==> src/rtl/core/assert_macros.svh <==
// ----------------------------------------------------------------------------
// assert_macros: shared assertion wrappers for the bracket rank core
// clocked on i_clk; BSR_ASSERT is quiet while i_rst_n is low
// ----------------------------------------------------------------------------
`ifndef ASSERT_MACROS_SVH
`define ASSERT_MACROS_SVH

// property checked at every clock edge outside reset
`define BSR_ASSERT(lbl, prop, msg) \
    lbl: assert property (@(posedge i_clk) disable iff (!i_rst_n) (prop)) else $error(msg);

// property checked at every clock edge, reset included
`define BSR_ASSERT_ALWAYS(lbl, prop, msg) \
    lbl: assert property (@(posedge i_clk) (prop)) else $error(msg);

`endif

==> src/rtl/core/bsr_ram.sv <==
// ----------------------------------------------------------------------------
// bsr_ram: generic single-clock ram
// one write port, one read port with registered read data
// ----------------------------------------------------------------------------
module bsr_ram #(
    parameter  int WIDTH = 8,
    parameter  int DEPTH = 16,
    localparam int AW    = (DEPTH > 1) ? $clog2(DEPTH) : 1
) (
    input  logic             i_clk,
    input  logic             i_we,
    input  logic [AW-1:0]    i_waddr,
    input  logic [WIDTH-1:0] i_wdata,
    input  logic [AW-1:0]    i_raddr,
    output logic [WIDTH-1:0] o_rdata
);

    logic [WIDTH-1:0] r_mem [DEPTH];
    logic [WIDTH-1:0] r_rdata;

    always_ff @(posedge i_clk) begin
        if (i_we) begin
            r_mem[i_waddr] <= i_wdata;
        end
        r_rdata <= r_mem[i_raddr];
    end

    assign o_rdata = r_rdata;

endmodule

==> config.mk <==
export PLATFORM = sky130hd
export DESIGN_NAME = bsr_ram
export DESIGN_NICKNAME = d
export VERILOG_FILES = /design/src/rtl/core/assert_macros.svh /design/src/rtl/core/bsr_ram.sv
export SDC_FILE = /design/constraint.sdc
export NUM_CORES = 1
export LEC_CHECK = 0
export BUFFER_PORTS_ARGS = -buffer_cell sky130_fd_sc_hd__buf_4
export CORE_ASPECT_RATIO = 2
export CORE_UTILIZATION = 45
export CTS_CLUSTER_SIZE = 20
export DETAILED_ROUTE_END_ITERATION = 16
export GPL_TIMING_DRIVEN = 0
export HOLD_SLACK_MARGIN = 0.06
export SLEW_MARGIN = 20
export SYNTH_ARGS = -nofsm -noshare
export SYNTH_HDL_FRONTEND = slang
export SYNTH_SLANG_ARGS = --single-unit
==> constraint.sdc <==
create_clock -name i_clk -period 2.3 [get_ports i_clk]
set_input_delay 0.46 -clock i_clk [delete_from_list [all_inputs] [get_ports i_clk]]
set_output_delay 0.46 -clock i_clk [all_outputs]
set_load 0.02 [all_outputs]
==> Word level (Yosys, flattened, before mapping) <==
Memory sizes are Yosys's and may differ from the RTL's. A register that Yosys moved wholly into a read port is not among the register bits.
Index checks and enable logic that the tools add are counted.
{ "totals": {"out_inout_bits": 8, "in_bits": 18, "n_memories": 1, "ram_bits": 128, "latch_bits": 0, "regBits": 0, "romBits": 0} }
{ "memory_table": {"columns": ["name", "depth", "word_bits", "read_ports", "rd_clocked_by_memory_dff", "write_ports", "line_no", "source"], "rows": [
  ["r_mem", 16, 8, 1, 1, 1, "bsr_ram.sv:18", "logic [WIDTH-1:0] r_mem [DEPTH];"]
]} }
{ "classes": {"n_div": 0, "mux": 2, "bitwise": 0, "add_sub_neg": 0, "n_mul": 0, "n_reduce_logical": 0, "n_shift": 0, "order_cmp": 0, "n_eq_ne": 0} }
{ "op_table": {"columns": ["operator", "count"], "rows": [
  ["$mux 1", 2]
]} }

==> Depth between registers and ports, before layout <==
{ "logic_depth": {"depth_word": 2, "mapped_depth": 5} }

==> Worst setup path after synthesis <==
Ideal clock, no wire load.
{ "synth_timing": {"path_kind": "in2reg", "startpoint": "input port i_waddr[2]", "endpoint": "memory r_mem[0][0] (enable)", "setup_time_ns": 0.383, "stages": 2, "t_arrival_ns": 1.570, "t_required_ns": 1.917, "path_slack_ns": 0.347, "path_cell_list": "or3b_2 nor3_1"} }
{ "synth_lines": {"columns": ["item", "line_no", "source"], "rows": [
  ["start, declared", "bsr_ram.sv:12", "input logic [AW-1:0] i_waddr,"],
  ["end, declared", "bsr_ram.sv:18", null]
]} }
Straight into the memory's write port.

==> Final worst setup path <==
{ "layout_timing": {"startpoint": "input port i_waddr[2]", "endpoint": "memory r_mem[3][6] (enable)"} }
Straight into the memory's write port.

==> flow_summary.toml <==
[sta]
finalHoldViolations = 0
layout_min_cycle_time_ps = 1710
min_period_over_period_pct = 74.4
slew_violations = 0
fmax_mhz = 584
worst_slew_pin_slew_ps = 824
finalSetupViolCount = 0
slew_headroom_pct = 44.9
rsz0062_at_grt = "no"
fin_ws_ps = 588
finClkSkew_ps = 9.46

[critical_path]
ff2ff_setup_slack_ps = 850
crit_path_max_incr_delay_ps = 630
crit_slowest_cell = "nor2_1"
critPathKind = "primary input to flop"
cp_cell_sequence = "buf_4 -> or3b_2 -> nor2_1"
cp.arrival_ps = 1740
crit_required_ps = 2330
crit_path_max_fanout = 8
crit_path_end_kind = "flop"
cp-start-kind = "primary input"

[route]
vias_per_cell = 5.50
drtIter0Drc = 119
firstDrtPassIters = 4
drc = 0
via_count = 2336
wl_mm = 10.1
detail_route.wl_per_cell_um = 23.8
ant_nets = 0

[synthesis]
ys_seq_elements = 136
synth_mux_area_share_pct = 15.0
ys_seq_area_share_pct = 77.8
synth_warnings = 0
synth_nets = 247
synth_compound_area_share_pct = 2.33
ys_types = 19
synth_area_per_cell_um2 = 22.5
yosys.area_share.adder_pct = 0
synth.area.top_cells = "edfxtp_1 (75%), mux4_2 (7.9%), mux4_1 (7.1%)"
synth_largest_area_cell = "edfxtp_1"
synth_top_area_share_pct = 74.7
synth_simple_gate_area_share_pct = 3.18
syn-cell-area_um2 = 5150
synth_top_family_by_area = "multiplexers"
synth_xor_area_share_pct = 0
syn_inst = 229

[clock_tree]
cts_tree = "yes"
cts.sinks = 136
postCtsHoldBufs = 0
postCtsSetupBuffers = 0
clock_latency_ps = 410
clock_path_buffers = 2
ctsRootBufferMaster = "clkbuf_16"
path_clk_slew_ps = 60
htreeDepth = 4
ctsResizeCount = 0
numCtsBuffers = 17

[floorplan]
die_w_um = 77.6
io_pins = 26
dieArea_um2 = 11900
rows = 54
die_h_um = 153
coreArea_um2 = 11000
initial_core_util_pct = 46.7

[global_routing]
grt_usage_pct = 19.1
grt_pass1_wl_mm = 15.4
grt_max_degree = 17
grt_overflow = 0
grt_pass1_vias = 2522
grt_antenna_before_repair = 0

[layout]
fin_util_pct = 55.4
antennaDiodeCount = 0
regArea_um2 = 4000
multi_input_area_um2 = 1080
drive_above_1_share_pct = 30.5
fin_nets = 290
nFillCells = 832
area_delta_synth_final_pct = 18.5
stdcell_count = 425

[hold_path]
hold_path.class = "primary input to flop"

[placed_design]
hpwl_mm = 6.68
io_buffers = 24
place_inst = 393
place_congestion = 0.805
post-place-ws_ps = 130

[outcome]
status = "complete, no violations"

[pwr]
p_per_area_nw_per_um2 = 933
ir_drop_v = 0.000542
p_leak_nw = 2.03

[run]
maxCapViolations = 0
## cells by family after synthesis
family / count (synthesis)
AOI/OAI and AO/OA: 16
buffers and inverters: 10
muxes: 32
and+or+nand+nor: 35
DFF: 136
## routing by layer
layer | routed length [um] | GRT usage, %
met4 | 142 | 7.91
met5 | 0 | 0
met1 | 3860 | 22.6
met3 | 340 | 4.30
met2 | 5750 | 33.2
## sequential cells by signal, indices dropped and copies added (netlist names)
name and flops:
o_rdata 8, r_mem 128
## per-stage QoR
stage	setup TNS [ps]	hold WS, ps	power (W)	cell area (um2)
6_report	0	390	0.00569	6100
5_1_grt	0	389	0.00587	6100
4_1_cts	0	384	0.00573	6100
3_5_place_dp	0	684	0.00314	5520
3_3_place_gp	-2210	666	0.00313	5500
2_1_floorplan	0	559	0.00300	5150
## worst paths after layout
check	startpoint	to	cells past startpoint
min reg2reg	r_mem[14][4]	o_rdata[4]	3
max reg2reg	r_mem[1][3]	o_rdata[3]	3
min	i_wdata[6]	r_mem[6][6]	1
max	i_waddr[2]	r_mem[3][6]	3
## power by group
group	switching, W	internal [W]
combinational	0.000175	0.000128
sequential	0.0000134	0.00277
clock	0.00101	0.00159
total	0.00120	0.00449
## placed cells by master (no fill, tap or decap), types with 2 or more instances in the layout
cell,netlist,final
buf_4,1,25
nand3b_1,2,2
mux4_1,14,14
nand2_1,9,9
dfxtp_1,8,8
buf_6,3,3
edfxtp_1,128,128
nor3_2,0,4
clkdlybuf4s25_2,3,3
clkbuf_16,0,17
nand2b_1,2,2
inv_6,0,2
clkinv_4,0,3
mux4_2,18,18
clkinvlp_4,0,5
nor2_1,13,13
bufinv_16,0,2
buf_2,3,3
a22oi_1,16,16
clkinv_1,0,2
## critical path: cells and delay by family
family / cells / cell delay [ps]
simple gates: 2 / 1160
buf+inv: 1 / 120
## area by class of cell
| class | count | area share, % |
|---|---|---|
| clock inverter | 15 | 2.52 |
| multi-input combinational | 83 | 17.7 |
| sequential | 136 | 65.6 |
| tap | 140 | 2.87 |
| clock buffer | 17 | 6.97 |
| buffer | 10 | 1.41 |
| timing repair buffer | 24 | 2.95 |
## Yosys cell counts
cell type and count:
buf_2 3, nand3b_1 2, mux4_2 18, nand2b_1 2, buf_6 3, clkdlybuf4s25_2 3, buf_4 1, nor2_1 13
and2b_1 1, nand2_1 9, edfxtp_1 128, nor3_1 4, nand3_1 1, and2_1 1, nor2b_1 1, dfxtp_1 8
a22oi_1 16, mux4_1 14, or3b_2 1
Power figures use the tool's default switching activity.
