## config.mk

```make
export PLATFORM = sky130hd
export DESIGN_NAME = bsr_fill
export DESIGN_NICKNAME = d
export VERILOG_FILES = /design/src/rtl/core/bsr_pkg.sv /design/src/rtl/core/bsr_fill.sv
export VERILOG_INCLUDE_DIRS = /design/src /design/src/rtl/core
export SDC_FILE = /design/constraint.sdc
export NUM_CORES = 2
export LEC_CHECK = 0
export BUFFER_PORTS_ARGS = -buffer_cell sky130_fd_sc_hd__clkbuf_2
export CORE_MARGIN = 10
export CORE_UTILIZATION = 50
export CTS_CLUSTER_DIAMETER = 120
export DETAILED_ROUTE_END_ITERATION = 16
export PLACE_DENSITY_LB_ADDON = 0.25
export REMOVE_ABC_BUFFERS = 1
export SLEW_MARGIN = 10
export SYNTH_ARGS = -nofsm -noshare
export SYNTH_HDL_FRONTEND = slang
export SYNTH_SLANG_ARGS = --single-unit
```

## constraint.sdc

```tcl
create_clock -name i_clk -period 126.9 [get_ports i_clk]
set_clock_uncertainty 0.15 [all_clocks]
set_input_delay 25.38 -clock i_clk [delete_from_list [all_inputs] [get_ports i_clk]]
set_output_delay 25.38 -clock i_clk [all_outputs]
set_load 0.02 [all_outputs]
```

## src/rtl/core/assert_macros.svh

```systemverilog
// ----------------------------------------------------------------------------
// assert_macros: shared assertion wrappers for the bracket rank core
// clocked on i_clk; BSR_ASSERT is quiet while i_rst_n is low
// ----------------------------------------------------------------------------
`ifndef ASSERT_MACROS_SVH
`define ASSERT_MACROS_SVH

// property checked at every clock edge outside reset
`define BSR_ASSERT(lbl, prop, msg) \
    lbl: assert property (@(posedge i_clk) disable iff (!i_rst_n) (prop)) else $error(msg);

// property checked at every clock edge, reset included
`define BSR_ASSERT_ALWAYS(lbl, prop, msg) \
    lbl: assert property (@(posedge i_clk) (prop)) else $error(msg);

`endif

```

## src/rtl/core/bsr_pkg.sv

```systemverilog
// ----------------------------------------------------------------------------
// bsr_pkg: shared types and constants
// table geometry, symbol codes and the control groups passed between units
// ----------------------------------------------------------------------------
package bsr_pkg;

    localparam int MAX_PAIRS   = 16;
    localparam int HL_W        = 5;
    localparam int SYM_W       = 2;
    localparam int RANK_W      = 60;
    localparam int S_TDATA_W   = 8;
    localparam int M_TDATA_W   = 64;

    localparam int TAB_ROWS    = 2 * MAX_PAIRS + 1;
    localparam int TAB_COLS    = MAX_PAIRS + 2;
    localparam int TAB_DEPTH   = TAB_ROWS * TAB_COLS;
    localparam int TAB_AW      = $clog2(TAB_DEPTH);
    localparam int ROW_W       = $clog2(TAB_ROWS);
    localparam int COL_W       = $clog2(TAB_COLS);
    localparam int POS_W       = $clog2(2 * MAX_PAIRS + 1);
    localparam int R_W         = $clog2(2 * MAX_PAIRS);
    localparam int CMP_W       = POS_W + 1;
    localparam int DEP_W       = $clog2(MAX_PAIRS + 1);
    localparam int STK_AW      = (MAX_PAIRS > 1) ? $clog2(MAX_PAIRS) : 1;
    localparam int SH_W        = (MAX_PAIRS > 1) ? $clog2(MAX_PAIRS) : 1;

    localparam int QUEUE_DEPTH = 2;
    localparam int QA_W        = (QUEUE_DEPTH > 1) ? $clog2(QUEUE_DEPTH) : 1;
    localparam int QC_W        = $clog2(QUEUE_DEPTH + 1);

    localparam logic TYPE_RND = 1'b0;
    localparam logic TYPE_SQR = 1'b1;

    typedef enum logic [SYM_W-1:0] {
        SYM_OPEN_RND  = 2'd0,
        SYM_CLOSE_RND = 2'd1,
        SYM_OPEN_SQR  = 2'd2,
        SYM_CLOSE_SQR = 2'd3
    } t_symbol;

    typedef struct packed {
        logic              we;
        logic [TAB_AW-1:0] addr;
        logic [RANK_W-1:0] data;
    } t_tbl_wr;

    typedef struct packed {
        logic            valid;
        logic            last;
        logic            bad;
        logic            add_x;
        logic            dbl_x;
        logic            add_y;
        logic            zero_x;
        logic            zero_y;
        logic [SH_W-1:0] sh_x;
        logic [SH_W-1:0] sh_y;
    } t_issue;

endpackage

```

## src/rtl/core/bsr_fill.sv

```systemverilog
// ----------------------------------------------------------------------------
// bsr_fill: path count table builder
// sweeps the table one entry a cycle, each row derived from the row above
// ----------------------------------------------------------------------------
`include "assert_macros.svh"

module bsr_fill import bsr_pkg::*; (
    input  logic    i_clk,
    input  logic    i_rst_n,
    input  logic    i_start,
    output logic    o_busy,
    output t_tbl_wr o_wr
);

    typedef enum logic [2:0] {
        FS_START = 3'b001,
        FS_RUN   = 3'b010,
        FS_IDLE  = 3'b100
    } t_fill_state;

    t_fill_state       r_state, n_state;
    logic [ROW_W-1:0]  r_row, n_row;
    logic [COL_W-1:0]  r_col, n_col;
    logic [RANK_W-1:0] r_prev [TAB_COLS];
    logic [RANK_W-1:0] n_prev [TAB_COLS];
    logic              col_end;
    logic              row_end;

    assign col_end = (r_col == COL_W'(TAB_COLS - 1));
    assign row_end = (r_row == ROW_W'(TAB_ROWS - 1));

    always_comb begin
        n_state = r_state;
        n_row   = r_row;
        n_col   = r_col;
        for (int j = 0; j < TAB_COLS; j++) begin
            n_prev[j] = r_prev[j];
        end
        case (r_state)
            FS_START: begin
                n_row = '0;
                n_col = '0;
                for (int j = 0; j < TAB_COLS; j++) begin
                    n_prev[j] = (j == 0) ? RANK_W'(1) : '0;
                end
                n_state = FS_RUN;
            end
            FS_RUN: begin
                if (col_end) begin
                    n_col = '0;
                    if (row_end) begin
                        n_state = FS_IDLE;
                    end else begin
                        n_row = r_row + ROW_W'(1);
                        // next row: paths step up or down from the row above
                        for (int j = 0; j < TAB_COLS; j++) begin
                            n_prev[j] = ((j > 0) ? r_prev[(j > 0) ? j - 1 : 0] : '0)
                                      + ((j + 1 < TAB_COLS) ?
                                         r_prev[(j + 1 < TAB_COLS) ? j + 1 : j] : '0);
                        end
                    end
                end else begin
                    n_col = r_col + COL_W'(1);
                end
            end
            FS_IDLE: begin
                n_state = FS_IDLE;
            end
            default: begin
                n_state = FS_START;
            end
        endcase
        if (i_start) begin
            n_state = FS_START;
        end
    end

    always_ff @(posedge i_clk) begin
        if (!i_rst_n) begin
            r_state <= FS_START;
            r_row   <= '0;
            r_col   <= '0;
        end else begin
            r_state <= n_state;
            r_row   <= n_row;
            r_col   <= n_col;
        end
    end

    always_ff @(posedge i_clk) begin
        for (int j = 0; j < TAB_COLS; j++) begin
            r_prev[j] <= n_prev[j];
        end
    end

    assign o_busy    = (r_state != FS_IDLE);
    assign o_wr.we   = (r_state == FS_RUN);
    assign o_wr.addr = TAB_AW'(r_row) * TAB_AW'(TAB_COLS) + TAB_AW'(r_col);
    assign o_wr.data = r_prev[r_col];

    `BSR_ASSERT(a_fill_addr_range, o_wr.we |-> (o_wr.addr < TAB_AW'(TAB_DEPTH)), "table write beyond depth")
    `BSR_ASSERT(a_fill_restart, i_start |=> (o_busy && !o_wr.we), "fill did not restart on start")

endmodule

```

* Yosys cells after proc, flatten, opt, wreduce, memory -nomap -nowiden
Memory sizes are Yosys's and may differ from the RTL's. A register that Yosys moved wholly into a read port is not among the register bits. Index checks and enable logic that the tools add are counted.
Cells by class: add/subtract/negate cells 19, $mul 1, equal/unequal tests 9, muxes and demuxes 13, bitwise operators 1, reduce and logical (&&, ||, !) cells 4
Operators by type and width (count):
- 1080-bit 2-to-1 mux | 2
- 1080-bit case mux with 2 select lines | 1
- 60-bit adder | 16
- 5-bit 2-to-1 mux | 3
- 6-bit 2-to-1 mux | 2
- 6-bit case mux with 2 select lines | 1
- 10-bit by 5-bit adder with 10-bit output | 1
- 5-bit case mux with 2 select lines | 1
- 6-bit by 4-bit multiplier with 9-bit output, second input constant | 1
- 3-bit case mux with 3 select lines | 1
- 6-bit by 1-bit adder with 6-bit output, second input constant | 1
- 6-bit equality test, second input constant | 1
- 3-bit 2-to-1 mux | 2
- 5-bit by 1-bit adder with 5-bit output, second input constant | 1
- 5-bit equality test, second input constant | 1
- 2-bit by 1-bit != test with 1-bit output, second input constant | 2
- 3-bit by 1-bit equality test with 1-bit output, second input constant | 1
- 3-bit by 2-bit equality test with 1-bit output, second input constant | 1
- 3-bit equality test, second input constant | 1
- 3-bit != test, second input constant | 1
- 3-bit AND reduction | 1
- 2-bit != test, second input constant | 1
- 2-bit AND reduction | 1
- 2-bit nonzero test | 1
- 2 further kinds | 2
Word-level totals: register bits after elaboration 14, memory bits (writable) 1080, input bits 3, output and inout bits 72, word-level logic and storage cells 51, memories kept 1
Memories:
- r_prev | words 18, bits a word 60, rd ports 19, clocked after memory_dff 1, write ports 18, RTL line bsr_fill.sv:24 | logic [RANK_W-1:0] r_prev [TAB_COLS];

* Logic depth before layout (Yosys ltp)
depth after elaboration 5, mapped depth 13, depth with buffers taken out 13

* Worst setup path before layout
OpenSTA, ideal clock, no wires.
path type flip-flop to flip-flop, start register r_row[1], end register r_row[5], library setup time 71 ps, data arrival time 52408 ps, required time 126679 ps, setup slack 74271 ps, stages on the path, launching flop included 10, buffers on the path 0, clock period less this slack 52629 ps, cells stage by stage dfxtp_1 > inv_1 > ha_1 > nor2b_1 > a31o_2 > a21o_1 > nor2_1 > nand4_1 > or3_1 > a21oi_1
Between the ends: word-level cells in the longest chain between the ends 4, elaborated cells on any way between the ends 7, classes of those cells 1 x add/sub; 2 x eq/ne; 3 x mux; 1 x reduce/logical
RTL lines:
- from (decl) | RTL line bsr_fill.sv:22 | logic [ROW_W-1:0] r_row, n_row;
- from (signal assigned) | RTL line bsr_fill.sv:85 | r_row <= n_row;
- 6-bit by 1-bit adder with 6-bit output | RTL line bsr_fill.sv:54 | n_row = r_row + ROW_W'(1);
- 6-bit 2-to-1 mux | RTL line bsr_fill.sv:51 | if (row_end) begin
- 6-bit 2-to-1 mux | RTL line bsr_fill.sv:49 | if (col_end) begin
- 6-bit case mux with 2 select lines | RTL line bsr_fill.sv:39 | case (r_state)
Parallel ways exist; a longest one is shown, timed or not. The select of a mux whose other input is x is not followed. A chain may end at the register's enable or synchronous reset.

==> key figures <==
Yosys
  – Synthesized cell area: around 0.1 sq mm
  – Top cell type's share of synthesized area: about 32%
  – Ys async rst share: 0%
  – YS warnings: 0
  – Synth Flop Type: edfxtp_1
  – Synth top area cells: edfxtp_1 (32%), ha_1 (12%), mux4_2 (6.7%)
  – Yosys cell types: a little under 100
  – Leading area contributor after synthesis: edfxtp_1
  – FF+latch count, synth: approximately 1100
  – Post-synthesis sequential area ratio: roughly a third
  – Cell count after synthesis: between 10000 and 15000
  – Post-synth EDFFs: 1080
  – Mean Syn Cell Area: about 9.3 sq um

CTS
  – CTS Hold Bufs: 0
  – Worst-path clk slew: 0.06 ns
  – H-tree levels: 4
  – Post_cts resized: 0
  – Sink Count: between 1000 and 1500
  – Root buffer cell: clkbuf_16
  – # Post-CTS Setup Buffers: 0
  – CTS max path bufs: 3
  – Clock Latency Late Sink: between 0.8 and 0.9 ns
  – TritonCTS clock tree: built
  – Num CTS Buffers: around 150

Floorplanning
  – Die Y: 468 microns
  – IO Pins: between 70 and 80
  – Core footprint: between 0.15 and 0.2 sq mm
  – Die W: 468 microns
  – Starting Density: between 50% and 60%
  – FP Rows: roughly 160
  – Die area: about 0.22 sq mm

STA
  – Worst slew pin tran: between 1 and 1.5 ns
  – Final TNS setup: 0 ns
  – Fmax: 31.7 MHz
  – Worst rel slew slack: between 10% and 20%
  – Max-slew violation count: 0
  – Final hold vios: 0
  – # setup viols final: 0
  – Final Cycle Share: roughly a quarter
  – Min cycle time layout: around 32 ns
  – RSZ-0062 raised after global routing: false

Finish
  – Commonest non-fill, non-tap cells in the layout: nor2_1 (1363), edfxtp_1 (1080), a21oi_1 (1077)
  – Layout cell share with drive strength beyond 1: slightly above 7%
  – Fin nets: 11500
  – Area grow syn2layout: 6.84%
  – Most common cell after layout, fill and taps aside: nor2_1

Worst setup path
  – Crit-path slowest cell: buf_4
  – CP bufs+invs: 4
  – Required time of the critical path: 101.37 ns
  – Worst path cell trace: buf_4 > buf_12 > buf_4 > mux4_2 > mux4_2 > nor2_1 > a21oi_1 > clkbuf_2
  – Stages on worst setup path: 8
  – R2R Path End: r_prev[1][5]
  – Worst-path fanout max: between 100 and 150
  – Startpoint types: flip-flop
  – CP max stage delay: about 0.91 ns
  – Reg2reg start: r_state[0]
  – WS Path Type: flip-flop to primary output
  – Reg2Reg Depth: 11
  – Crit path max-delay family: buffers and inverters
  – Worst Setup EP: o_wr[13]
  – Reg-to-reg slack, setup: ~120 ns
  – Setup crit end kind: primary output
  – CP Data Arrival Time: 5.98 ns

Job
  – Max-cap check violation count: 0

Min path
  – Hold Path Class: flip-flop to flip-flop

Drt
  – Initial DRT Pass Iterations: 8
  – Wire length per cell: just under 30 microns
  – Routed vias: around 90000
  – Wirelength, routed: between 300000 and 400000 microns
  – DRT iter0 DRCs: ~12000
  – DRC: 0
  – Via/cell ratio: approximately 6.8
  – Routed Antenna Nets: 0

Global route
  – Largest net degree at the start of global routing: 152
  – First-pass GRT wire length: between 500000 and 600000 microns
  – Initial antenna violation count: 39
  – Number of global-route vias before repair: roughly 84000
  – Global route overflow: 0
  – Tot GR Track Use: 33.8%

Power and ir drop
  – PD cells: 13.1 mW/mm^2
  – Leakage: between 0.04 and 0.05 uW
  – Maximum vdd drop: 0.0141 mV
  – Power Total: about 1400 uW

Place
  – IO buf count: 74
  – Placed wire-length estimate: 307000 microns
  – GPL Wtd Cong: just over 1

Status
  – Status: completed
## metal layers
layer,share of wire (%),GRT usage (%)
met3,14,9.10
met4,2.6,8.04
met1,44,51.4
met5,0.041,0.439
met2,40,47.1
## Yosys cell counts, drive strengths merged, types with 21 or more instances
library cell,instances
nor2,1364
a21oi,1086
edfxtp,1080
ha,958
a21o,667
nand2,659
o21ai,603
clkbuf,479
xnor2,471
xor2,372
mux4,300
nand4,257
inv,232
and2,220
nand3,191
o21bai,189
nor3,186
a31oi,130
a211oi,123
and3,104
nor2b,101
o21a,96
nand2b,84
mux2i,76
o31ai,50
buf,49
a21boi,48
a221oi,48
o211ai,46
and4,39
or3,38
or2,31
nor4,29
a211o,28
a41oi,24
a31o,21
## metrics by stage
| step | hold slack [ns] | cell area, sq um | instances | worst slack (ns) | utilization (%) |
|---|---|---|---|---|---|
| finish | 0.437 | 107000 | 13300 | 95.39 | 53.7 |
| global route | 0.467 | 107000 | 13300 | 94.95 | 53.6 |
| CTS | 0.429 | 107000 | 13300 | 95.37 | 53.6 |
| detailed placement | 0.412 | 102000 | 13000 | 96.26 | 51.3 |
| global placement | 0.402 | 102000 | 13000 | 96.37 | 51.3 |
| floorplan | 0.325 | 98200 | 10200 | 61.09 | - |
## worst min-delay path by stage
| stage | cells after the start | endpoint | from |
|---|---|---|---|
| floorplan | 1 | flip-flop | r_col[4] |
| global placement | 1 | flip-flop | r_col[4] |
| detailed placement | 1 | flip-flop | r_col[4] |
| CTS | 1 | flip-flop | r_col[4] |
| global route | 2 | r_row[5] | r_row[5] |
| finish | 1 | r_col[4] | r_col[4] |
## cell families after synthesis
group | after synthesis | share of synthesized area (%)
buffers and inverters | 760 | 2.87
xor gates and xnor gates | 843 | 7.37
adders and majority gates | 976 | 12.3
and+or+nand+nor | 3352 | 15.6
AOI/OAI and AO/OA | 3359 | 21.6
DFF | 1099 | 32.8
muxes | 377 | 7.52
## where the power goes
group	leakage, uW	internal (uW)	switching (uW)	total (uW)
sequential	0.0119	445	82.7	527
clock	0.00230	243	178	420
combinational	0.0308	172	278	450
## state kept, by name, indices dropped and copies added, names as in the netlist, named ones only
register  count
r_prev     1080
r_row         6
r_col         5
r_state       3
## area by class of cell
class | instances | area [sq um]
Fill cell | 18100 | 92400
Multi-Input combinational cell | 8907 | 64500
Sequential cell | 1099 | 32800
Clock buffer | 189 | 3960
Tap cell | 2656 | 3320
Inverter | 232 | 876
Timing Repair Buffer | 129 | 808
Clock inverter | 75 | 719
Antenna cell | 4 | 10.0
Power figures use the tool's default switching activity.
