[config.mk]
export PLATFORM = sky130hd
export DESIGN_NAME = bsr_issue
export DESIGN_NICKNAME = d
export VERILOG_FILES = /design/src/rtl/core/bsr_pkg.sv /design/src/rtl/core/bsr_issue.sv
export VERILOG_INCLUDE_DIRS = /design/src /design/src/rtl/core
export SDC_FILE = /design/constraint.sdc
export NUM_CORES = 1
export LEC_CHECK = 0
export ABC_AREA = 1
export ABC_CLOCK_PERIOD_IN_PS = 9000
export BUFFER_PORTS_ARGS = -buffer_cell sky130_fd_sc_hd__clkbuf_2
export CORE_UTILIZATION = 49
export CTS_BUF_LIST = sky130_fd_sc_hd__clkbuf_4
export DETAILED_ROUTE_END_ITERATION = 8
export PLACE_DENSITY = 0.7
export SYNTH_ARGS = -nofsm -noshare
export SYNTH_HDL_FRONTEND = slang
export SYNTH_SLANG_ARGS = --single-unit
[constraint.sdc]
create_clock -name i_clk -period 9 [get_ports i_clk]
set_input_delay 0.45 -clock i_clk [delete_from_list [all_inputs] [get_ports i_clk]]
set_output_delay 0.45 -clock i_clk [all_outputs]
set_load 0.05 [all_outputs]
[src/rtl/core/assert_macros.svh]
// ----------------------------------------------------------------------------
// assert_macros: shared assertion wrappers for the bracket rank core
// clocked on i_clk; BSR_ASSERT is quiet while i_rst_n is low
// ----------------------------------------------------------------------------
`ifndef ASSERT_MACROS_SVH
`define ASSERT_MACROS_SVH

// property checked at every clock edge outside reset
`define BSR_ASSERT(lbl, prop, msg) \
    lbl: assert property (@(posedge i_clk) disable iff (!i_rst_n) (prop)) else $error(msg);

// property checked at every clock edge, reset included
`define BSR_ASSERT_ALWAYS(lbl, prop, msg) \
    lbl: assert property (@(posedge i_clk) (prop)) else $error(msg);

`endif

[src/rtl/core/bsr_pkg.sv]
// ----------------------------------------------------------------------------
// bsr_pkg: shared types and constants
// table geometry, symbol codes and the control groups passed between units
// ----------------------------------------------------------------------------
package bsr_pkg;

    localparam int MAX_PAIRS   = 16;
    localparam int HL_W        = 5;
    localparam int SYM_W       = 2;
    localparam int RANK_W      = 60;
    localparam int S_TDATA_W   = 8;
    localparam int M_TDATA_W   = 64;

    localparam int TAB_ROWS    = 2 * MAX_PAIRS + 1;
    localparam int TAB_COLS    = MAX_PAIRS + 2;
    localparam int TAB_DEPTH   = TAB_ROWS * TAB_COLS;
    localparam int TAB_AW      = $clog2(TAB_DEPTH);
    localparam int ROW_W       = $clog2(TAB_ROWS);
    localparam int COL_W       = $clog2(TAB_COLS);
    localparam int POS_W       = $clog2(2 * MAX_PAIRS + 1);
    localparam int R_W         = $clog2(2 * MAX_PAIRS);
    localparam int CMP_W       = POS_W + 1;
    localparam int DEP_W       = $clog2(MAX_PAIRS + 1);
    localparam int STK_AW      = (MAX_PAIRS > 1) ? $clog2(MAX_PAIRS) : 1;
    localparam int SH_W        = (MAX_PAIRS > 1) ? $clog2(MAX_PAIRS) : 1;

    localparam int QUEUE_DEPTH = 2;
    localparam int QA_W        = (QUEUE_DEPTH > 1) ? $clog2(QUEUE_DEPTH) : 1;
    localparam int QC_W        = $clog2(QUEUE_DEPTH + 1);

    localparam logic TYPE_RND = 1'b0;
    localparam logic TYPE_SQR = 1'b1;

    typedef enum logic [SYM_W-1:0] {
        SYM_OPEN_RND  = 2'd0,
        SYM_CLOSE_RND = 2'd1,
        SYM_OPEN_SQR  = 2'd2,
        SYM_CLOSE_SQR = 2'd3
    } t_symbol;

    typedef struct packed {
        logic              we;
        logic [TAB_AW-1:0] addr;
        logic [RANK_W-1:0] data;
    } t_tbl_wr;

    typedef struct packed {
        logic            valid;
        logic            last;
        logic            bad;
        logic            add_x;
        logic            dbl_x;
        logic            add_y;
        logic            zero_x;
        logic            zero_y;
        logic [SH_W-1:0] sh_x;
        logic [SH_W-1:0] sh_y;
    } t_issue;

endpackage

[src/rtl/core/bsr_issue.sv]
// ----------------------------------------------------------------------------
// bsr_issue: symbol front end
// tracks position, depth, error and the bracket type stack, and issues
// the two table reads with the add plan for each accepted item
// ----------------------------------------------------------------------------
`include "assert_macros.svh"

module bsr_issue import bsr_pkg::*; (
    input  logic              i_clk,
    input  logic              i_rst_n,
    input  logic              i_cfg_we,
    input  logic [HL_W-1:0]   i_cfg_wdata,
    input  logic              i_busy,
    input  logic              i_valid,
    input  logic [SYM_W-1:0]  i_symbol,
    input  logic              i_room,
    output logic              o_ready,
    output logic              o_last_acc,
    output logic [TAB_AW-1:0] o_addr_x,
    output logic [TAB_AW-1:0] o_addr_y,
    output t_issue            o_iss
);

    logic [HL_W-1:0]      r_hl;
    logic [POS_W-1:0]     r_pos;
    logic [DEP_W-1:0]     r_depth;
    logic                 r_err;
    logic [MAX_PAIRS-1:0] r_stack;
    t_issue               r_iss;

    logic [HL_W-1:0]  cfg_hl;
    logic [POS_W-1:0] total;
    logic             is_last;
    logic             acc;
    logic [R_W-1:0]   rem;
    logic [COL_W-1:0] hx;
    logic [COL_W-1:0] hy;
    logic [DEP_W-1:0] hm1;
    logic [CMP_W-1:0] d_x;
    logic [CMP_W-1:0] d_y;
    logic             top;
    logic             full;
    logic             empty;
    t_symbol          sym;
    logic             n_err_s;
    logic [DEP_W-1:0] n_depth_s;
    logic             push;
    logic             push_bit;
    logic             add_x;
    logic             dbl_x;
    logic             add_y;

    always_comb begin
        cfg_hl = i_cfg_wdata;
        if (i_cfg_wdata == '0) begin
            cfg_hl = HL_W'(1);
        end else if (i_cfg_wdata > HL_W'(MAX_PAIRS)) begin
            cfg_hl = HL_W'(MAX_PAIRS);
        end
    end

    assign total      = POS_W'({r_hl, 1'b0});
    assign is_last    = (r_pos == total - POS_W'(1));
    assign o_ready    = !i_busy && (!is_last || i_room);
    assign acc        = i_valid && o_ready;
    assign o_last_acc = acc && is_last;

    assign rem   = R_W'(total - r_pos - POS_W'(1));
    assign hx    = COL_W'(r_depth) + COL_W'(1);
    assign hy    = COL_W'(r_depth) - COL_W'(1);
    assign hm1   = r_depth - DEP_W'(1);
    assign top   = r_stack[hm1[STK_AW-1:0]];
    assign full  = (r_depth >= DEP_W'(MAX_PAIRS));
    assign empty = (r_depth == '0);
    assign sym   = t_symbol'(i_symbol);

    // remaining length minus target height: sign says no completion, half is the type shift
    assign d_x = CMP_W'(rem) - CMP_W'(hx);
    assign d_y = CMP_W'(rem) - CMP_W'(hy);

    assign o_addr_x = TAB_AW'(rem) * TAB_AW'(TAB_COLS) + TAB_AW'(hx);
    assign o_addr_y = TAB_AW'(rem) * TAB_AW'(TAB_COLS) + TAB_AW'(hy);

    always_comb begin
        n_err_s   = r_err;
        n_depth_s = r_depth;
        push      = 1'b0;
        push_bit  = TYPE_RND;
        add_x     = 1'b0;
        dbl_x     = 1'b0;
        add_y     = 1'b0;
        if (!r_err) begin
            case (sym)
                SYM_OPEN_RND: begin
                    if (full) begin
                        n_err_s = 1'b1;
                    end else begin
                        push      = 1'b1;
                        push_bit  = TYPE_RND;
                        n_depth_s = r_depth + DEP_W'(1);
                    end
                end
                SYM_CLOSE_RND: begin
                    if (empty || top != TYPE_RND) begin
                        n_err_s = 1'b1;
                    end else begin
                        add_x     = 1'b1;
                        n_depth_s = hm1;
                    end
                end
                SYM_OPEN_SQR: begin
                    if (full) begin
                        n_err_s = 1'b1;
                    end else begin
                        add_x     = 1'b1;
                        // a round close would also have been legal here
                        add_y     = !empty && (top == TYPE_RND);
                        push      = 1'b1;
                        push_bit  = TYPE_SQR;
                        n_depth_s = r_depth + DEP_W'(1);
                    end
                end
                SYM_CLOSE_SQR: begin
                    if (empty || top != TYPE_SQR) begin
                        n_err_s = 1'b1;
                    end else begin
                        add_x     = 1'b1;
                        dbl_x     = 1'b1;
                        n_depth_s = hm1;
                    end
                end
                default: begin
                    n_err_s = 1'b1;
                end
            endcase
        end
    end

    always_ff @(posedge i_clk) begin
        if (!i_rst_n) begin
            r_hl    <= HL_W'(1);
            r_pos   <= '0;
            r_depth <= '0;
            r_err   <= 1'b0;
            r_iss   <= '0;
        end else begin
            r_iss.valid  <= acc;
            r_iss.last   <= is_last;
            r_iss.bad    <= n_err_s || (n_depth_s != '0);
            r_iss.add_x  <= add_x;
            r_iss.dbl_x  <= dbl_x;
            r_iss.add_y  <= add_y;
            r_iss.zero_x <= d_x[CMP_W-1];
            r_iss.zero_y <= empty || d_y[CMP_W-1];
            r_iss.sh_x   <= SH_W'(d_x >> 1);
            r_iss.sh_y   <= SH_W'(d_y >> 1);
            if (i_cfg_we) begin
                r_hl    <= cfg_hl;
                r_pos   <= '0;
                r_depth <= '0;
                r_err   <= 1'b0;
            end else if (acc) begin
                if (is_last) begin
                    r_pos   <= '0;
                    r_depth <= '0;
                    r_err   <= 1'b0;
                end else begin
                    r_pos   <= r_pos + POS_W'(1);
                    r_depth <= n_depth_s;
                    r_err   <= n_err_s;
                end
            end
        end
    end

    always_ff @(posedge i_clk) begin
        if (acc && push) begin
            r_stack[r_depth[STK_AW-1:0]] <= push_bit;
        end
    end

    assign o_iss = r_iss;

    `BSR_ASSERT(a_depth_cap, r_depth <= DEP_W'(MAX_PAIRS), "stack depth beyond capacity")
    `BSR_ASSERT(a_last_clears, o_last_acc |=> (r_pos == '0 && r_depth == '0 && !r_err), "sequence state not cleared after last item")

endmodule

# After elaboration in Yosys (flattened, before gate mapping)
# Index checks and enable logic that the tools add are counted.
# op_classes
addsub,10
n_mul,1
n_lt_le_gt_ge,5
n_eq_ne,4
n_mux,28
bitwise_logic,4
reduce_logical,23
# ops
cell,count
2-to-1 mux 5 bit,7
adder 10 x 5 -> 10 bit,2
bitwise mux 16 bit,1
one-hot mux 5 bit (3 select lines),1
2-to-1 mux 1 bit,14
subtractor 5 x 5 -> 6 bit,2
zero test 5 bit,2
less-than comparator 4 x 5 -> 1 bit (second input constant),2
subtractor 5 x 1 -> 5 bit (second input constant),2
multiplier 5 x 4 -> 9 bit (second input constant),1
adder 6 x 1 -> 6 bit (second input constant),1
== test 6 bit,1
logical AND 1 bit,6
2-to-1 mux 6 bit,1
one-hot mux 1 bit (3 select lines),2
OR reduction 2 bit,3
subtractor 6 x 1 -> 6 bit (second input constant),1
adder 5 x 1 -> 5 bit (second input constant),1
greater-or-equal comparator 5 bit (second input constant),1
> comparator 5 bit (second input constant),1
logical OR 1 bit,5
nonzero test 5 bit,1
subtractor 5 bit,1
binary-select mux 1 bit (select 4 bit),1
9 further kinds,15
# word_totals
ff_bits,49
input_bits,13
out_inout_bits,38
elab_cells,90

# Depth between registers and ports, before layout
# depth
depth_word,10
ltp_mapped,19
ltp_nobuf,17

# Least setup slack after synthesis
# Ideal clock, no wire load.
# synth_path
kind,register -> output
start,register r_pos[1]
end,output port o_addr_x[9]
t_arrival_ns,3.750
t_required_ns,8.550
path_slack_ns,4.800
stages_incl_launch_ff,16
n_path_buf,0
path_cell_list,dfxtp_1 inv_1 ha_1 fa_1 or2_2 nand2_1 inv_1 ha_1 ha_1 inv_1 fa_1 nor2_1 inv_1 nor2_1 nand2_1 o21ai_0
# synth_via
elab_chain_cells,4
# synth_lines
item,line,rtl
start: declaration,bsr_issue.sv:25,logic [POS_W-1:0] r_pos;
start signal: assignment,bsr_issue.sv:168,r_pos <= r_pos + POS_W'(1);
subtractor 5 bit,bsr_issue.sv:68,assign rem = R_W'(total - r_pos - POS_W'(1));
subtractor 5 x 1 -> 5 bit,bsr_issue.sv:68,
multiplier 5 x 4 -> 9 bit,bsr_issue.sv:81,assign o_addr_x = TAB_AW'(rem) * TAB_AW'(TAB_COLS) + TAB_AW'(hx);
adder 10 x 5 -> 10 bit,bsr_issue.sv:81,
end: declaration,bsr_issue.sv:19,"output logic [TAB_AW-1:0] o_addr_x,"
# Every way passes these cells.

# Worst setup path in the final report
# layout_path
start,register r_pos[2]
end,output port o_addr_x[8]
# The elaborated chain is that of the path after synthesis.

==> key figures <==
Timing
  – Total negative slack: 0 ns
  – Worst-Margin Slew: ~0.98 ns
  – Max-slew violation count: 0
  – Minimum clock period after layout: between 4 and 5 ns
  – Period utilization: 48.6%
  – Max-Slew Margin vs Limit: 34.4%
  – Clock skew: approximately 0.015 ns
  – Setup ws final: 4.63 ns
  – Final hold viol count: 0
  – Min Hold Slack: 0.323 ns
  – Unrepaired setup endpoints after global routing: no
  – Final setup viols: 0
  – Fmax: 0.229 GHz

Min path
  – Worst min path class: in2reg
  – Hold Path Origin: i_cfg_wdata[0]
  – Number of cells on the worst hold path: 3

Clocking
  – H-tree depth: 2
  – CTS tree: built
  – Clk slew on worst S/H paths: 0.15 ns
  – Root cell of the clock tree: clkbuf_4
  – CTS Buf Count: 5
  – # hold bufs at CTS: 0
  – Clock latency at the later pin of the worst-skew pair: 0.37 ns
  – Post-CTS sizing: 0
  – Post-CTS Setup Bufs: 0
  – TritonCTS Sinks: between 40 and 50
  – Clock buffer depth: 2

Power
  – Pwr Density: 166 nW/um^2
  – Lkg Pwr: 1.90 nW
  – Peak supply drop: 0.0681 mV

Global routing
  – GRT busiest layer: met2
  – Vias in the first global route: 2983
  – Met1 usage: 30.4%
  – Routing usage on met2: 39.5%
  – Largest net degree at the start of global routing: 20
  – M3 GR Usage: approximately 4.3%
  – All-layer global routing usage: 23.5%
  – GRT overflow: 0
  – First-pass GRT wire length: between 10 and 15 mm
  – Initial antenna violation count: 0

Finish
  – Diode count: 0
  – Final net count: 572
  – Area Growth Syn to Fin: 11.5%
  – Multi-input logic area: slightly above 2000 um^2
  – Most common cell after layout, fill and taps aside: nand2_1
  – Finished Layout Cells: 621
  – Layout cell share with drive strength beyond 1: 15.4%
  – # fillers: 672
  – Sequential cell area: 1140 um^2
  – Most frequent cells in the layout: nand2_1 (94), nor2_1 (66), inv_1 (66)

Status
  – Status: completed

Yosys
  – Cell count after synthesis: roughly 480
  – Synth Area per Inst: 7.43 um^2
  – Ys async rst share: 0%
  – Synth unique cells: 41
  – Top post-synthesis cells by area: dfxtp_1 (19%), edfxtp_1 (14%), ha_1 (10%)
  – Largest area contributor in the netlist: dfxtp_1
  – Mapped Nets: 524
  – Yosys reg bits: a little under 50
  – Top_reg_cell synth: dfxtp_1
  – Register area share after synthesis: 32.3%
  – Number of synthesized flops with an enable pin: 16
  – Post-synth top area share: 18.7%
  – Synth Cell Area: ~3500 um^2
  – Synth warnings: 0

Placement
  – Worst slack, placed: 5.04 ns
  – Cells after DPL: roughly 610
  – Gp weighted congestion: 0.923
  – Input/output buffers: 50
  – DP Wirelength: 6.60 mm

Detailed routing
  – Routed len/inst: 13.4 um
  – First-pass DRT Iterations: 4
  – Routed WL: around 8.3 mm
  – DRC Markers: 0
  – Via count: between 3000 and 4000
  – ANT nets after route: 0
  – Iteration-0 DRC Markers: 183
  – Vias/cell: 5.06

Critical path
  – Type of destination of the critical path: output pin
  – CP Class: reg2out
  – Reg2Reg Depth: 14
  – Worst Setup SP: r_pos[2]$_SDFFE_PP0P_
  – Critical Path Source Type: flop
  – WP data arrival: 3.92 ns
  – Worst Path Required: 8.55 ns
  – Crit path max fanout: 5
  – Worst r2r src: r_depth[0]$_SDFFE_PP0P_

Floorplanning
  – Die Span Y: 86.9 um
  – DIE WIDTH: 86.9 um
  – Core ar.: 6870 um^2
  – Row count: 30
  – Starting Density: 51.5%
  – Die ar.: 7560 um^2
  – # IOs: 51

Job
  – MaxCap Viol Count: 0
-- routing by layer --
layer / up-vias / wire [um]
li1: 1645 / -
met1: 1397 / 3950
met2: 83 / 3750
met3: 19 / 459
met4: 0 / 158
met5: - / 0
-- logic make-up (layout without fill, tap and decap cells) --
kind of cell / Yosys count / count (layout) / share of synthesized area (%)
AOI/OAI and AO/OA: 64 / 64 / 9.91
xor gates and xnor gates: 20 / 20 / 5.17
adders and majority gates: 35 / 35 / 13.7
buffers and inverters: 79 / 128 / 9.52
DFF: 49 / 49 / 32.3
and+or+nand+nor: 229 / 229 / 29.5
-- state kept, by name (all words and copies together) (netlist names) --
signal   count
r_hl         5
r_err        1
r_stack     16
r_depth      5
r_pos        6
o_iss       16
-- Yosys cell counts (3+ instances only) --
| cell type | n |
|---|---|
| nand2_1 | 94 |
| inv_1 | 66 |
| nor2_1 | 66 |
| nand3_1 | 39 |
| dfxtp_1 | 33 |
| ha_1 | 29 |
| a21oi_1 | 26 |
| o21ai_0 | 21 |
| edfxtp_1 | 16 |
| xor2_1 | 13 |
| nor3_1 | 7 |
| fa_1 | 6 |
| xnor2_1 | 6 |
| nand4_1 | 5 |
| a31oi_1 | 4 |
| nand2_2 | 4 |
| nand3_2 | 4 |
| buf_2 | 3 |
| buf_6 | 3 |
| o21ai_1 | 3 |
| o22ai_1 | 3 |
-- power by group --
| part | leakage [nW] | switching [mW] | internal, mW | total [mW] |
|---|---|---|---|---|
| clock network | 0.0514 | 0.0744 | 0.0858 | 0.160 |
| logic | 1.43 | 0.190 | 0.0621 | 0.252 |
| registers | 0.417 | 0.00443 | 0.237 | 0.241 |
-- per-stage QoR --
step	total power, mW	instance area, um^2	util [%]
final	0.653	3940	57.4
after global routing	0.688	3940	57.4
after CTS	0.658	3940	57.4
after detailed placement	0.498	3840	55.9
after global placement	0.493	3840	55.9
after floorplan	0.447	3540	-
-- worst max-delay path: stages, from the launching register on --
cell and delay [ns]:
dfxtp_1 0.40, inv_1 0.12, ha_1 0.28, a21oi_1 0.14, nor2_1 0.05, nor2_1 0.11
xnor2_1 0.17, inv_1 0.15, ha_1 0.32, ha_1 0.18, inv_1 0.06, fa_1 0.39
xor2_1 0.40, inv_1 0.10, nor3_1 0.22, xnor2_1 0.15, clkbuf_2 0.30
-- final timing paths --
check	slack [ns]	endpoint
setup reg to reg	5.70	o_iss[13]$_SDFF_PN0_
hold reg to reg	0.53	r_pos[1]$_SDFFE_PP0P_
hold / removal	0.32	r_hl[0]$_SDFFE_PN1P_
setup / recovery	4.63	o_addr_x[8]
-- area by class of cell --
class | count | area share (%)
multi-input cells | 348 | 52.2
flip-flops and latches | 49 | 29.0
inverters | 70 | 6.83
repair buffers | 50 | 6.35
well taps | 96 | 3.05
clock inverters | 3 | 1.65
clock buffers | 5 | 0.952
(Power assumes the default switching activity.)
